<file path="src/rtl/sle_pkg.sv">
package sle_pkg;

  localparam int CAPACITY = 256;
  localparam int ADDR_W   = $clog2(CAPACITY);
  localparam int CNT_W    = 9;
  localparam int DATA_W   = 32;
  localparam int QDEPTH   = 2;

  typedef enum logic [2:0] {
    OP_INS  = 3'd0,
    OP_DEL  = 3'd1,
    OP_GET  = 3'd2,
    OP_LOC  = 3'd3,
    OP_PRED = 3'd4,
    OP_SUCC = 3'd5,
    OP_CLR  = 3'd6,
    OP_NOP  = 3'd7
  } op_t;

  typedef enum logic [1:0] {
    ST_OK     = 2'd0,
    ST_BADPOS = 2'd1,
    ST_FULL   = 2'd2,
    ST_NONE   = 2'd3
  } status_t;

  typedef enum logic [3:0] {
    S_IDLE,
    S_INS_RD,
    S_INS_WR,
    S_INS_PUT,
    S_DEL_CAP,
    S_DEL_RD,
    S_DEL_WR,
    S_GET_CAP,
    S_SCAN_RD,
    S_SCAN_CMP,
    S_NB_CAP,
    S_DONE
  } state_t;

  typedef struct packed {
    op_t               op;
    logic [CNT_W-1:0]  position;
    logic [DATA_W-1:0] value;
  } item_t;

endpackage

</file>
<file path="src/rtl/sle_front.sv">
module sle_front (
  input  logic                       clk,
  input  logic                       rst,
  input  logic                       in_valid,
  output logic                       in_stall,
  input  logic [2:0]                 cmd,
  input  logic [sle_pkg::CNT_W-1:0]  position,
  input  logic [sle_pkg::DATA_W-1:0] value_in,
  output logic                       q_valid,
  output sle_pkg::item_t             q_item,
  input  logic                       q_pop
);

  sle_pkg::item_t slots [sle_pkg::QDEPTH];
  logic [$clog2(sle_pkg::QDEPTH)-1:0] wr_ptr;
  logic [$clog2(sle_pkg::QDEPTH)-1:0] rd_ptr;
  logic [$clog2(sle_pkg::QDEPTH+1)-1:0] fill;
  sle_pkg::item_t item;
  logic push;
  logic pop;

  // Command 7 has no meaning and is carried as a no-op.
  always_comb begin
    case (cmd)
      sle_pkg::OP_INS:  item.op = sle_pkg::OP_INS;
      sle_pkg::OP_DEL:  item.op = sle_pkg::OP_DEL;
      sle_pkg::OP_GET:  item.op = sle_pkg::OP_GET;
      sle_pkg::OP_LOC:  item.op = sle_pkg::OP_LOC;
      sle_pkg::OP_PRED: item.op = sle_pkg::OP_PRED;
      sle_pkg::OP_SUCC: item.op = sle_pkg::OP_SUCC;
      sle_pkg::OP_CLR:  item.op = sle_pkg::OP_CLR;
      default:          item.op = sle_pkg::OP_NOP;
    endcase
    item.position = position;
    item.value    = value_in;
  end

  assign in_stall = (fill == ($clog2(sle_pkg::QDEPTH+1))'(sle_pkg::QDEPTH));
  assign push     = in_valid && !in_stall;
  assign q_valid  = (fill != '0);
  assign pop      = q_pop && q_valid;
  assign q_item   = slots[rd_ptr];

  always_ff @(posedge clk) begin
    if (push) begin
      slots[wr_ptr] <= item;
    end
  end

  always_ff @(posedge clk) begin
    if (rst) begin
      wr_ptr <= '0;
      rd_ptr <= '0;
      fill   <= '0;
    end else begin
      if (push) begin
        wr_ptr <= wr_ptr + 1'b1;
      end
      if (pop) begin
        rd_ptr <= rd_ptr + 1'b1;
      end
      case ({push, pop})
        2'b10:   fill <= fill + 1'b1;
        2'b01:   fill <= fill - 1'b1;
        default: fill <= fill;
      endcase
    end
  end

endmodule

</file>
<file path="config.mk">
export PLATFORM = sky130hd
export DESIGN_NAME = sle_front
export DESIGN_NICKNAME = d
export VERILOG_FILES = /design/src/rtl/sle_pkg.sv /design/src/rtl/sle_front.sv
export SDC_FILE = /design/constraint.sdc
export NUM_CORES = 1
export LEC_CHECK = 0
export BUFFER_PORTS_ARGS = -buffer_cell sky130_fd_sc_hd__buf_2
export CAP_MARGIN = 20
export CORE_MARGIN = 4
export CORE_UTILIZATION = 36
export DETAILED_ROUTE_END_ITERATION = 8
export GPL_TIMING_DRIVEN = 0
export PLACE_DENSITY = 0.68
export SLEW_MARGIN = 15
export SYNTH_ARGS = -nofsm -noshare
export SYNTH_HDL_FRONTEND = slang
export SYNTH_SLANG_ARGS = --single-unit
</file>
<file path="constraint.sdc">
create_clock -name clk -period 2.18 [get_ports clk]
set_clock_uncertainty 0.2 [all_clocks]
set_input_delay 0.545 -clock clk [delete_from_list [all_inputs] [get_ports clk]]
set_output_delay 0.545 -clock clk [all_outputs]
set_load 0.01 [all_outputs]
</file>
==> run metrics, run 1 <==
I/O pin cnt=94; Final WS setup=0.00788 ns; DRT iter0 DRCs=43; hold_buf cts=0; vias in the first global route=1977; Clock Tree Buf Depth=2; first-pass GRT wire length=10.2 mm; initial core utilization=0.370; chip height=105 um; # setup viols final=0; Post-synth EDFFs=88; Synth Area per Inst=20.5 um^2; critical path class=reg -> out; Slew HR=0.635; placed wire-length estimate=3.68 mm; RSZ-0062 raised after global routing=true; TritonRoute pass-1 iters=4; hold path depth=1; ANT cells=0; Mapped Area=0.00340 mm^2; pin count of the biggest net entering global routing=45; crit-path max FO=4; flip-flop and latch count after synthesis=93; Clock Tree Root=clkbuf_8; Min Hold Slack=0.180 ns; Crit path required time=1.43 ns; Worst VDD drop=577 uV; # DRC=0; Sink Count=93; worst-margin pin slew=0.546 ns; post-synth top area share=0.777; Vias=1807; drt total wl=6.54 mm; CTS tree=yes; synthesis-to-finish area growth=41.9%; Finished Core Util=0.525; crit path DAT=1.43 ns; post-synthesis sequential area ratio=0.806; Critical Path End Type=output pin; status=finished, final reports clean; worst reg2reg endpoint=slots[0][32]; CP startpoint kind=register; Avg WL per Cell=16.7 um; CTS buffer count=9; top_reg_cell synth=edfxtp_1; fraction of layout cells with a size suffix above 1=0.600; final worst-path cycle share=0.996; Total GRT Usage=0.123; Max Cap Viol=0; Hold/Removal Path Class=in -> reg; H-tree depth=3; syn_nets=215; min-delay src=value_in[13]; Pwr per Cell Area=1180 mW/mm^2; post-synthesis async set-or-reset flop share=0; clk slew on worst S/H paths=0.09 ns; RR Startpoint=fill[0]; grt ovf=0; number of core rows=35; cell with the most instances after synthesis=edfxtp_1; cell count after synthesis=166; IO Port Bufs=90; fmax=460 MHz; Die Width=105 um; initial antenna violation count=0; Synth area leaders=edfxtp_1 (78%), mux2_2 (15%), dfxtp_1 (2.9%), buf_2 (0.74%), xnor2_1 (0.52%); Hold Path End=slots[1][13]; area leader, netlist=edfxtp_1; GPL Wtd Cong=0.694; remaining antenna violation count=0; Ys Warns=0; Hold Fails Final Rpt=0; reg2reg path depth=4; final layout net count=324; Die ar.=0.0111 mm^2; vias per inst=4.62; R2R setup slack=0.21 ns; Synth cell types=19; Slew Limit Fails=0; dpl ws=-0.331 ns; leakage=1.87 nW; post-layout minimum cycle time=2.17 ns; core area=0.00920 mm^2; clock latency on the worst-skew pair=0.34 ns; Layout fillers=777; top post-synthesis cells by count=edfxtp_1 (88), mux2_2 (44), buf_2 (5), dfxtp_1 (5)
==> repair_timing <==
item                       in CTS  in global routing
gates resized for setup        92                 27
pin swaps                       0                  0
gates cloned                    6                  0
setup endpoints to repair      84                 88
setup buffers                   7                  0
==> kinds of logic after synthesis <==
group                    count (synthesis)  share of synthesized area
adder cells (fa/ha/maj)                  1                    0.00368
flip-flops                              93                      0.806
XOR/XNOR                                 3                    0.00773
buffers and inverters                   11                     0.0140
AO/OA/AOI/OAI                            5                    0.00810
AND/OR/NAND/NOR                          9                     0.0143
multiplexers                            44                      0.146
==> power breakdown <==
| group | switching (W) | leakage, nW | internal (W) | total, W |
|---|---|---|---|---|
| clock network | 0.000565 | 0.0939 | 0.000529 | 0.00109 |
| logic | 0.000887 | 0.915 | 0.00134 | 0.00223 |
| registers | 0.0000878 | 0.865 | 0.00226 | 0.00235 |
| total | 0.00154 | 1.87 | 0.00413 | 0.00567 |
==> layout by cell type, fill, tap and decap left out <==
master / netlist / final
mux2_4: 0 / 42
buf_6: 0 / 44
clkinvlp_4: 0 / 3
o21ai_0: 2 / 2
xnor2_1: 2 / 2
bufinv_16: 0 / 1
clkinv_4: 0 / 2
edfxtp_1: 88 / 88
xor2_1: 1 / 1
nand2_1: 1 / 1
nor2_1: 3 / 3
buf_2: 5 / 46
inv_2: 1 / 1
a21oi_1: 2 / 2
or2_2: 1 / 1
mux2_2: 44 / 2
clkbuf_8: 0 / 9
and3_2: 0 / 1
o21a_1: 1 / 1
or3_1: 2 / 1
or3_4: 0 / 1
clkinv_2: 0 / 1
inv_1: 2 / 1
buf_8: 0 / 5
nand2b_2: 1 / 1
dfxtp_1: 5 / 4
dfxtp_4: 0 / 1
ha_1: 1 / 1
clkbuf_1: 3 / 4
clkinv_1: 0 / 1
buf_12: 0 / 7
==> critical path: stages (launching register included) <==
cell and delay, ns:
dfxtp_4 0.38, buf_12 0.13, buf_8 0.11, mux2_2 0.34
buf_6 0.12
==> flip-flops by register name (all words and copies together), names as in the netlist, named ones only <==
signal	count
wr_ptr	1
rd_ptr	1
slots	88
fill	2
==> how the worst max path moves through the flow <==
stage | startpoint | end | slack, ns | depth (start not counted)
5_1_grt | register | q_item[23] | -0.07 | 4
4_1_cts | register | q_item[27] | -0.14 | 5
3_3_place_gp | in_valid | slots[0][22] | -0.32 | 4
3_5_place_dp | in_valid | slots[0][20] | -0.33 | 4
6_report | register | q_item[43] | 0.008 | 4
2_1_floorplan | in_valid | slots[0][0] | 0.15 | 3
==> cell type report <==
cell class / instances / area [um^2] / share of cell area
sequential: 93 / 2750 / 0.569
timing repair buffer: 98 / 871 / 0.180
multi-input combinational: 62 / 774 / 0.160
tap: 111 / 139 / 0.0288
clock buffer: 10 / 128 / 0.0264
buffer: 7 / 81.3 / 0.0169
clock inverter: 6 / 63.8 / 0.0132
inverter: 3 / 15.0 / 0.00311
timing repair inverter: 1 / 7.51 / 0.00156
==> metrics by stage <==
step	total power (W)	area [um^2]	std cells	setup TNS, ns
6_report	0.00567	4830	391	0
5_1_grt	0.00599	4830	391	-2.09
4_1_cts	0.00585	4850	396	-4.98
3_5_place_dp	0.00370	4000	367	-15.49
3_3_place_gp	0.00368	4000	367	-14.90
2_1_floorplan	0.00321	3410	166	0
==> per-layer routing <==
| layer | track usage | up-vias | share of wire |
|---|---|---|---|
| met5 | 0 | - | 0 |
| met4 | 0.0506 | 0 | 0.012 |
| met3 | 0.0358 | 7 | 0.048 |
| met2 | 0.208 | 54 | 0.53 |
| met1 | 0.146 | 885 | 0.41 |
| li1 | - | 861 | - |
No activity file was read; power rests on OpenSTA's default activity.
==> run 2: changes to the inputs <==
--- a/config.mk
+++ b/config.mk
@@ -12,6 +12,7 @@
 export DETAILED_ROUTE_END_ITERATION = 8
 export GPL_TIMING_DRIVEN = 0
 export PLACE_DENSITY = 0.68
+export SETUP_SLACK_MARGIN = 0.02
 export SLEW_MARGIN = 15
 export SYNTH_ARGS = -nofsm -noshare
 export SYNTH_HDL_FRONTEND = slang
==> run 2 against run 1 <==
  * Via count is 0.50% lower
  * Power hardly changed
  * Global-route usage hardly changed
  * Non-clock buffer count stayed put
  * Combinational power hardly changed
  * Cell count stayed put
  * Worst setup slack better by 0.010 ns
  * Critical path depth stayed put
  * Critical endpoint is now q_item[19]
  * Largest cell class unchanged
==> run metrics, run 2 (same netlist as run 1, synthesis figures left out) <==
GPL Wtd Cong=0.694 (unchanged); CP startpoint kind=register; Sink Count=93 (unchanged); Hold Fails Final Rpt=0 (unchanged); biggest regs=slots: 88 flops, fill: 2 flops; crit-path max FO=5 (+1); clk slew on worst S/H paths=0.09 ns (about the same); Critical Path End Type=output pin; crit-path leading delay family=buffers and inverters; Layout fillers=779 (+0.26%); Combinational Power Share=0.394 (about the same); most common library cell in the layout ignoring fill and taps=edfxtp_1; leakage=1.88 nW (+0.31%); post-layout minimum cycle time=2.16 ns (-0.0104 ns); DRT iter0 DRCs=44 (+2.3%); final layout net count=324 (unchanged); placed wire-length estimate=3.68 mm (unchanged); Hold/Removal Path Class=in -> reg; Final WS setup=0.0183 ns (+0.0104 ns); critical path's slowest cell=dfxtp_4; Total GRT Usage=0.122 (-0.000429); grt ovf=0 (unchanged); placed inst area=0.00400 mm^2 (unchanged); IO Port Bufs=90 (unchanged); max reg flops=88 (unchanged); clock latency on the worst-skew pair=0.34 ns (about the same); Slew Limit Fails=0 (unchanged); Slew HR=0.636 (+0.000948); fmax=463 MHz (+0.48%); multi-input logic area=782 um^2 (+0.97%); Avg WL per Cell=16.7 um (about the same); Most common cell on crit path=buf_12; chip height=105 um (unchanged); worst-margin pin slew=0.544 ns (-0.00142 ns); part of the power in registers=0.414 (about the same); I/O pin cnt=94 (unchanged); pin count of the biggest net entering global routing=45 (unchanged); TritonRoute pass-1 iters=4 (unchanged); fraction of layout cells with a size suffix above 1=0.600 (unchanged); ANT cells=0 (unchanged); synthesis-to-finish area growth=42.0% (about the same); RSZ-0062 raised after global routing=true; slowest stage delay, CP=0.37 ns (about the same); crit path DAT=1.42 ns (about the same); dpl ws=-0.331 ns (unchanged); # setup viols final=0 (unchanged); initial antenna violation count=0 (unchanged); number of core rows=35 (unchanged); initial core utilization=0.370 (unchanged); FF+latch area=0.00275 mm^2 (unchanged); Pwr per Cell Area=1180 mW/mm^2 (about the same); CTS tree=yes; first-pass GRT wire length=10.2 mm (about the same); CP cell instances=buf_12 > buf_12 > mux2_4 > buf_6; Crit path required time=1.43 ns (about the same); CTS buffer count=9 (unchanged); H-tree depth=3 (unchanged); Die Width=105 um (unchanged); Clock power frac=0.193 (about the same); Die ar.=0.0111 mm^2 (unchanged); sw frac=0.272 (+0.000279); drt total wl=6.54 mm (about the same); Bufs and invs on worst path=3 (unchanged); remaining antenna violation count=0 (unchanged); sw power=0.00154 W (+0.14%); critical path class=reg -> out; vias in the first global route=1973 (-0.20%); most flop-heavy register=slots; internal power=0.00413 W (about the same); Max Cap Viol=0 (unchanged); Clock Tree Buf Depth=2 (unchanged); Worst VDD drop=593 uV (+2.6%); Vias=1798 (-0.50%); Clock Tree Root=clkbuf_8; most frequent cells in the layout=edfxtp_1 (88), buf_2 (46), mux2_4 (44), buf_6 (44), clkbuf_8 (9); post-route cell area=0.00483 mm^2 (about the same); core area=0.00920 mm^2 (unchanged); final worst-path cycle share=0.992 (-0.00478); status=finished, final reports clean; vias per inst=4.60 (-0.50%); # DRC=0 (unchanged)
run 2: cell counts in the layout (fill, tap and decap cells not counted):
No cell type changed its count.
run 2: final timing paths:
path / from / to / slack [ns] / cells past startpoint
worst max-delay path: register / q_item[19] / 0.02 / 4
worst min-delay path: value_in[13] / slots[1][13] / 0.19 / 1
worst max register to register: fill[0] / slots[0][29] / 0.21 / 4
worst min register to register: wr_ptr / wr_ptr / 0.30 / 2
run 2: area by class of cell:
class | count | share of cell area
tap | 111 | 0.0288
inverter | 3 | 0.00311
clock inverter | 6 | 0.0132
sequential | 93 | 0.569
clock buffer | 10 | 0.0264
buffer | 8 | 0.0200
timing repair buffer | 97 | 0.176
multi-input combinational | 62 | 0.162
timing repair inverter | 1 | 0.00155
run 2: through the flow:
step / setup TNS [ns] / total power [W] / util / hold WS, ns / std cells
after floorplan: 0 / 0.00321 / - / 0.251 / 166
after global placement: -14.90 / 0.00368 / 0.434 / 0.272 / 367
after detailed placement: -15.49 / 0.00370 / 0.434 / 0.284 / 367
after CTS: -4.29 / 0.00584 / 0.526 / 0.158 / 394
after global routing: -1.91 / 0.00599 / 0.525 / 0.153 / 391
final: 0 / 0.00568 / 0.525 / 0.185 / 391
run 2: worst register-to-register path: cells and delay by family (launching register included):
kind / cells / cell delay (ns)
DFF: 1 / 0.41
buffers and inverters: 2 / 0.44
and+or+nand+nor: 2 / 0.55
run 2: repair_timing:
| action | in CTS | in global routing |
|---|---|---|
| gates cloned | 6 | 0 |
| gates resized for setup | 101 | 21 |
| hold buffers | 0 | 0 |
| buffers inserted | 5 | 1 |
| endpoints found under the setup margin | 84 | 88 |
run 2: per-layer routing:
metal,up-vias,GRT usage,share of wire
met5,-,0,0
met4,0,0.0478,0.014
met3,8,0.0358,0.048
met2,53,0.209,0.52
met1,877,0.145,0.42
li1,860,-,-
run 2: power groups by stage:
stage / Combinational (W) / Sequential (W) / Clock (W)
global route: 0.00238 / 0.00238 / 0.00123
detailed placement: 0.00133 / 0.00237 / 0
finish: 0.00223 / 0.00235 / 0.00109
floorplan: 0.000859 / 0.00235 / 0
global placement: 0.00132 / 0.00236 / 0
CTS: 0.00235 / 0.00235 / 0.00114
==> run 3: changes to the inputs <==
--- a/config.mk
+++ b/config.mk
@@ -9,6 +9,7 @@
 export CAP_MARGIN = 20
 export CORE_MARGIN = 4
 export CORE_UTILIZATION = 36
+export CTS_CLUSTER_DIAMETER = 50
 export DETAILED_ROUTE_END_ITERATION = 8
 export GPL_TIMING_DRIVEN = 0
 export PLACE_DENSITY = 0.68
==> constraint.sdc (replaced) <==
create_clock -name clk -period 1.9 [get_ports clk]
set_clock_uncertainty 0.2 [all_clocks]
set_input_delay 0.475 -clock clk [delete_from_list [all_inputs] [get_ports clk]]
set_output_delay 0.475 -clock clk [all_outputs]
set_load 0.01 [all_outputs]
==> run 3 against run 2 <==
  * The run now ends with negative setup slack left
  * Clock power up 4%
  * Utilization increased by 0.19 points
  * Sequential cell count stayed put
  * Largest power group unchanged
  * Routed wire length increased by 4.5%
==> run metrics, run 3 (same netlist as run 1, synthesis figures left out) <==
Clock Tree Root=clkbuf_8; placed inst area=0.00401 mm^2 (+0.34%); crit path DAT=1.45 ns (+0.03 ns); min-delay src=value_in[19]; remaining antenna violation count=0 (unchanged); total power=0.00647 W (+14%); DRT iter0 DRCs=53 (+20%); Clock Tree Buf Depth=2 (unchanged); RR Startpoint=fill[0]; # DRC=0 (unchanged); reg2reg path depth=4 (unchanged); Pwr per Cell Area=1340 mW/mm^2 (+14%); first-pass GRT wire length=10.2 mm (-0.26%); Combinational Power Share=0.407 (+0.013); number of core rows=35 (unchanged); Sink Count=93 (unchanged); clk slew on worst S/H paths=0.09 ns (about the same); leakage=1.86 nW (-0.99%); fmax=470 MHz; core area=0.00920 mm^2 (unchanged); H-tree depth=3 (unchanged); dpl ws=-0.538 ns (-0.208 ns); initial antenna violation count=0 (unchanged); crit-path leading delay family=buffers and inverters; chip height=105 um (unchanged); Clock power frac=0.175 (-0.018); final layout net count=326 (+0.62%); Die Width=105 um (unchanged); synthesis-to-finish area growth=42.5%; placed wire-length estimate=3.87 mm (+5.0%); R2R setup slack=0.09 ns (-0.12 ns); CP startpoint kind=register; Crit path required time=1.22 ns (-0.21 ns); pin count of the biggest net entering global routing=45 (unchanged); post-route cell area=0.00485 mm^2 (+0.36%); Slew Limit Fails=0 (unchanged); Critical Path End Type=output pin; slowest stage delay, CP=0.38 ns (about the same); worst-margin pin slew=0.642 ns (+0.0982 ns); vias per inst=4.68 (+1.8%); RSZ-0062 raised after global routing=true; crit-path max FO=7 (+2); Slew HR=0.572 (-0.0647); vias in the first global route=1998 (+1.3%); Worst VDD drop=713 uV (+20%); most flop-heavy register=slots; CTS buffer count=9 (unchanged); Die ar.=0.0111 mm^2 (unchanged); Bufs and invs on worst path=3 (unchanged); Hold Path End=slots[0][19]; Total GRT Usage=0.123 (+0.000709); Max Cap Viol=0 (unchanged); fraction of layout cells with a size suffix above 1=0.610 (+0.00993); critical path's slowest cell=dfxtp_4; sw frac=0.278 (+0.00634); CP cell instances=buf_12 > buf_12 > mux2_2 > buf_6; Most common cell on crit path=buf_12; ANT cells=0 (unchanged); initial core utilization=0.370 (unchanged); I/O pin cnt=94 (unchanged); GPL Wtd Cong=0.641 (-7.5%); Hold Fails Final Rpt=0 (unchanged); max reg flops=88 (unchanged); Avg WL per Cell=17.4 um (+3.9%); Hold/Removal Path Class=in -> reg; grt ovf=0 (unchanged); status=finished, violations left; Final WS setup=-0.229 ns (-0.247 ns); # setup viols final=44 (+44); biggest regs=slots: 88 flops, fill: 2 flops; worst reg2reg endpoint=slots[0][11]; part of the power in registers=0.418 (+0.004); failing checks=negative setup slack; clock latency on the worst-skew pair=0.34 ns (about the same); most frequent cells in the layout=edfxtp_1 (88), buf_2 (46), buf_6 (45); final worst-path cycle share=1.12; CTS tree=yes; hold path depth=1 (unchanged); IO Port Bufs=90 (unchanged); most common library cell in the layout ignoring fill and taps=edfxtp_1; drt total wl=6.83 mm (+4.5%); critical path class=reg -> out; Vias=1839 (+2.3%); TritonRoute pass-1 iters=4 (unchanged); post-layout minimum cycle time=2.13 ns; internal power=0.00467 W (+13%); sw power=0.00180 W (+17%)
## run 3: changes by cell type in the layout (fill, tap and decap cells not counted), sizes merged
cell,previous run,this run
clkinv,4,2
inv,2,3
clkbuf,13,18
bufinv,1,0
clkinvlp,3,6
buf,102,98
## run 3: layout make-up
type	instances	area [um^2]
multi-input cells	62	772
repair buffers	97	872
clock inverters	5	36.3
fillers	771	4350
flip-flops and latches	93	2750
inverters	3	17.5
clock buffers	11	131
repair inverters	3	22.5
well taps	111	139
plain buffers	8	106
## run 3: routing by layer
layer  global-route usage  vias up  share of wire
met2                0.209       51           0.53
li1                     -      865              -
met1                0.146      916           0.42
met3               0.0346        7          0.043
met4               0.0506        0          0.013
met5                    0        -              0
## run 3: worst register-to-register path: stages (launching register included)
cell and delay [ns]:
dfxtp_2 0.38, nand2b_4 0.16, inv_4 0.04, or3_4 0.42, clkinvlp_4 0.31
## run 3: worst max path at each step
stage,slack (ns),start,depth (start not counted),to
after floorplan,-0.02,fill[0],4,slots[0][0]
after global placement,-0.51,in_valid,4,slots[0][24]
after detailed placement,-0.54,in_valid,4,slots[0][42]
after CTS,-0.25,register,4,q_item[40]
after global routing,-0.30,register,4,q_item[27]
final,-0.23,register,4,q_item[34]
## run 3: metrics by stage
step / std cells / hold slack [ns] / TNS (ns) / utilization
6_report: 393 / 0.113 / -8.90 / 0.527
5_1_grt: 393 / 0.0845 / -11.72 / 0.527
4_1_cts: 389 / 0.0907 / -9.83 / 0.503
3_5_place_dp: 367 / 0.291 / -37.33 / 0.436
3_3_place_gp: 367 / 0.272 / -37.48 / 0.436
2_1_floorplan: 166 / 0.256 / -0.900 / -
## run 3: power groups by stage
stage	Clock [W]	Sequential (W)	Combinational (W)
2_1_floorplan	0	0.00270	0.00100
3_3_place_gp	0	0.00272	0.00154
3_5_place_dp	0	0.00273	0.00156
4_1_cts	0.00119	0.00269	0.00231
5_1_grt	0.00127	0.00274	0.00280
6_report	0.00113	0.00271	0.00263
## run 3: timing repair
action / in CTS / in global routing
setup endpoints to repair: 132 / 47
hold endpoints to repair: 0 / 0
hold buffers: 0 / 0
buffers inserted: 2 / 0
cloned: 4 / 4
gates resized for setup: 79 / 35
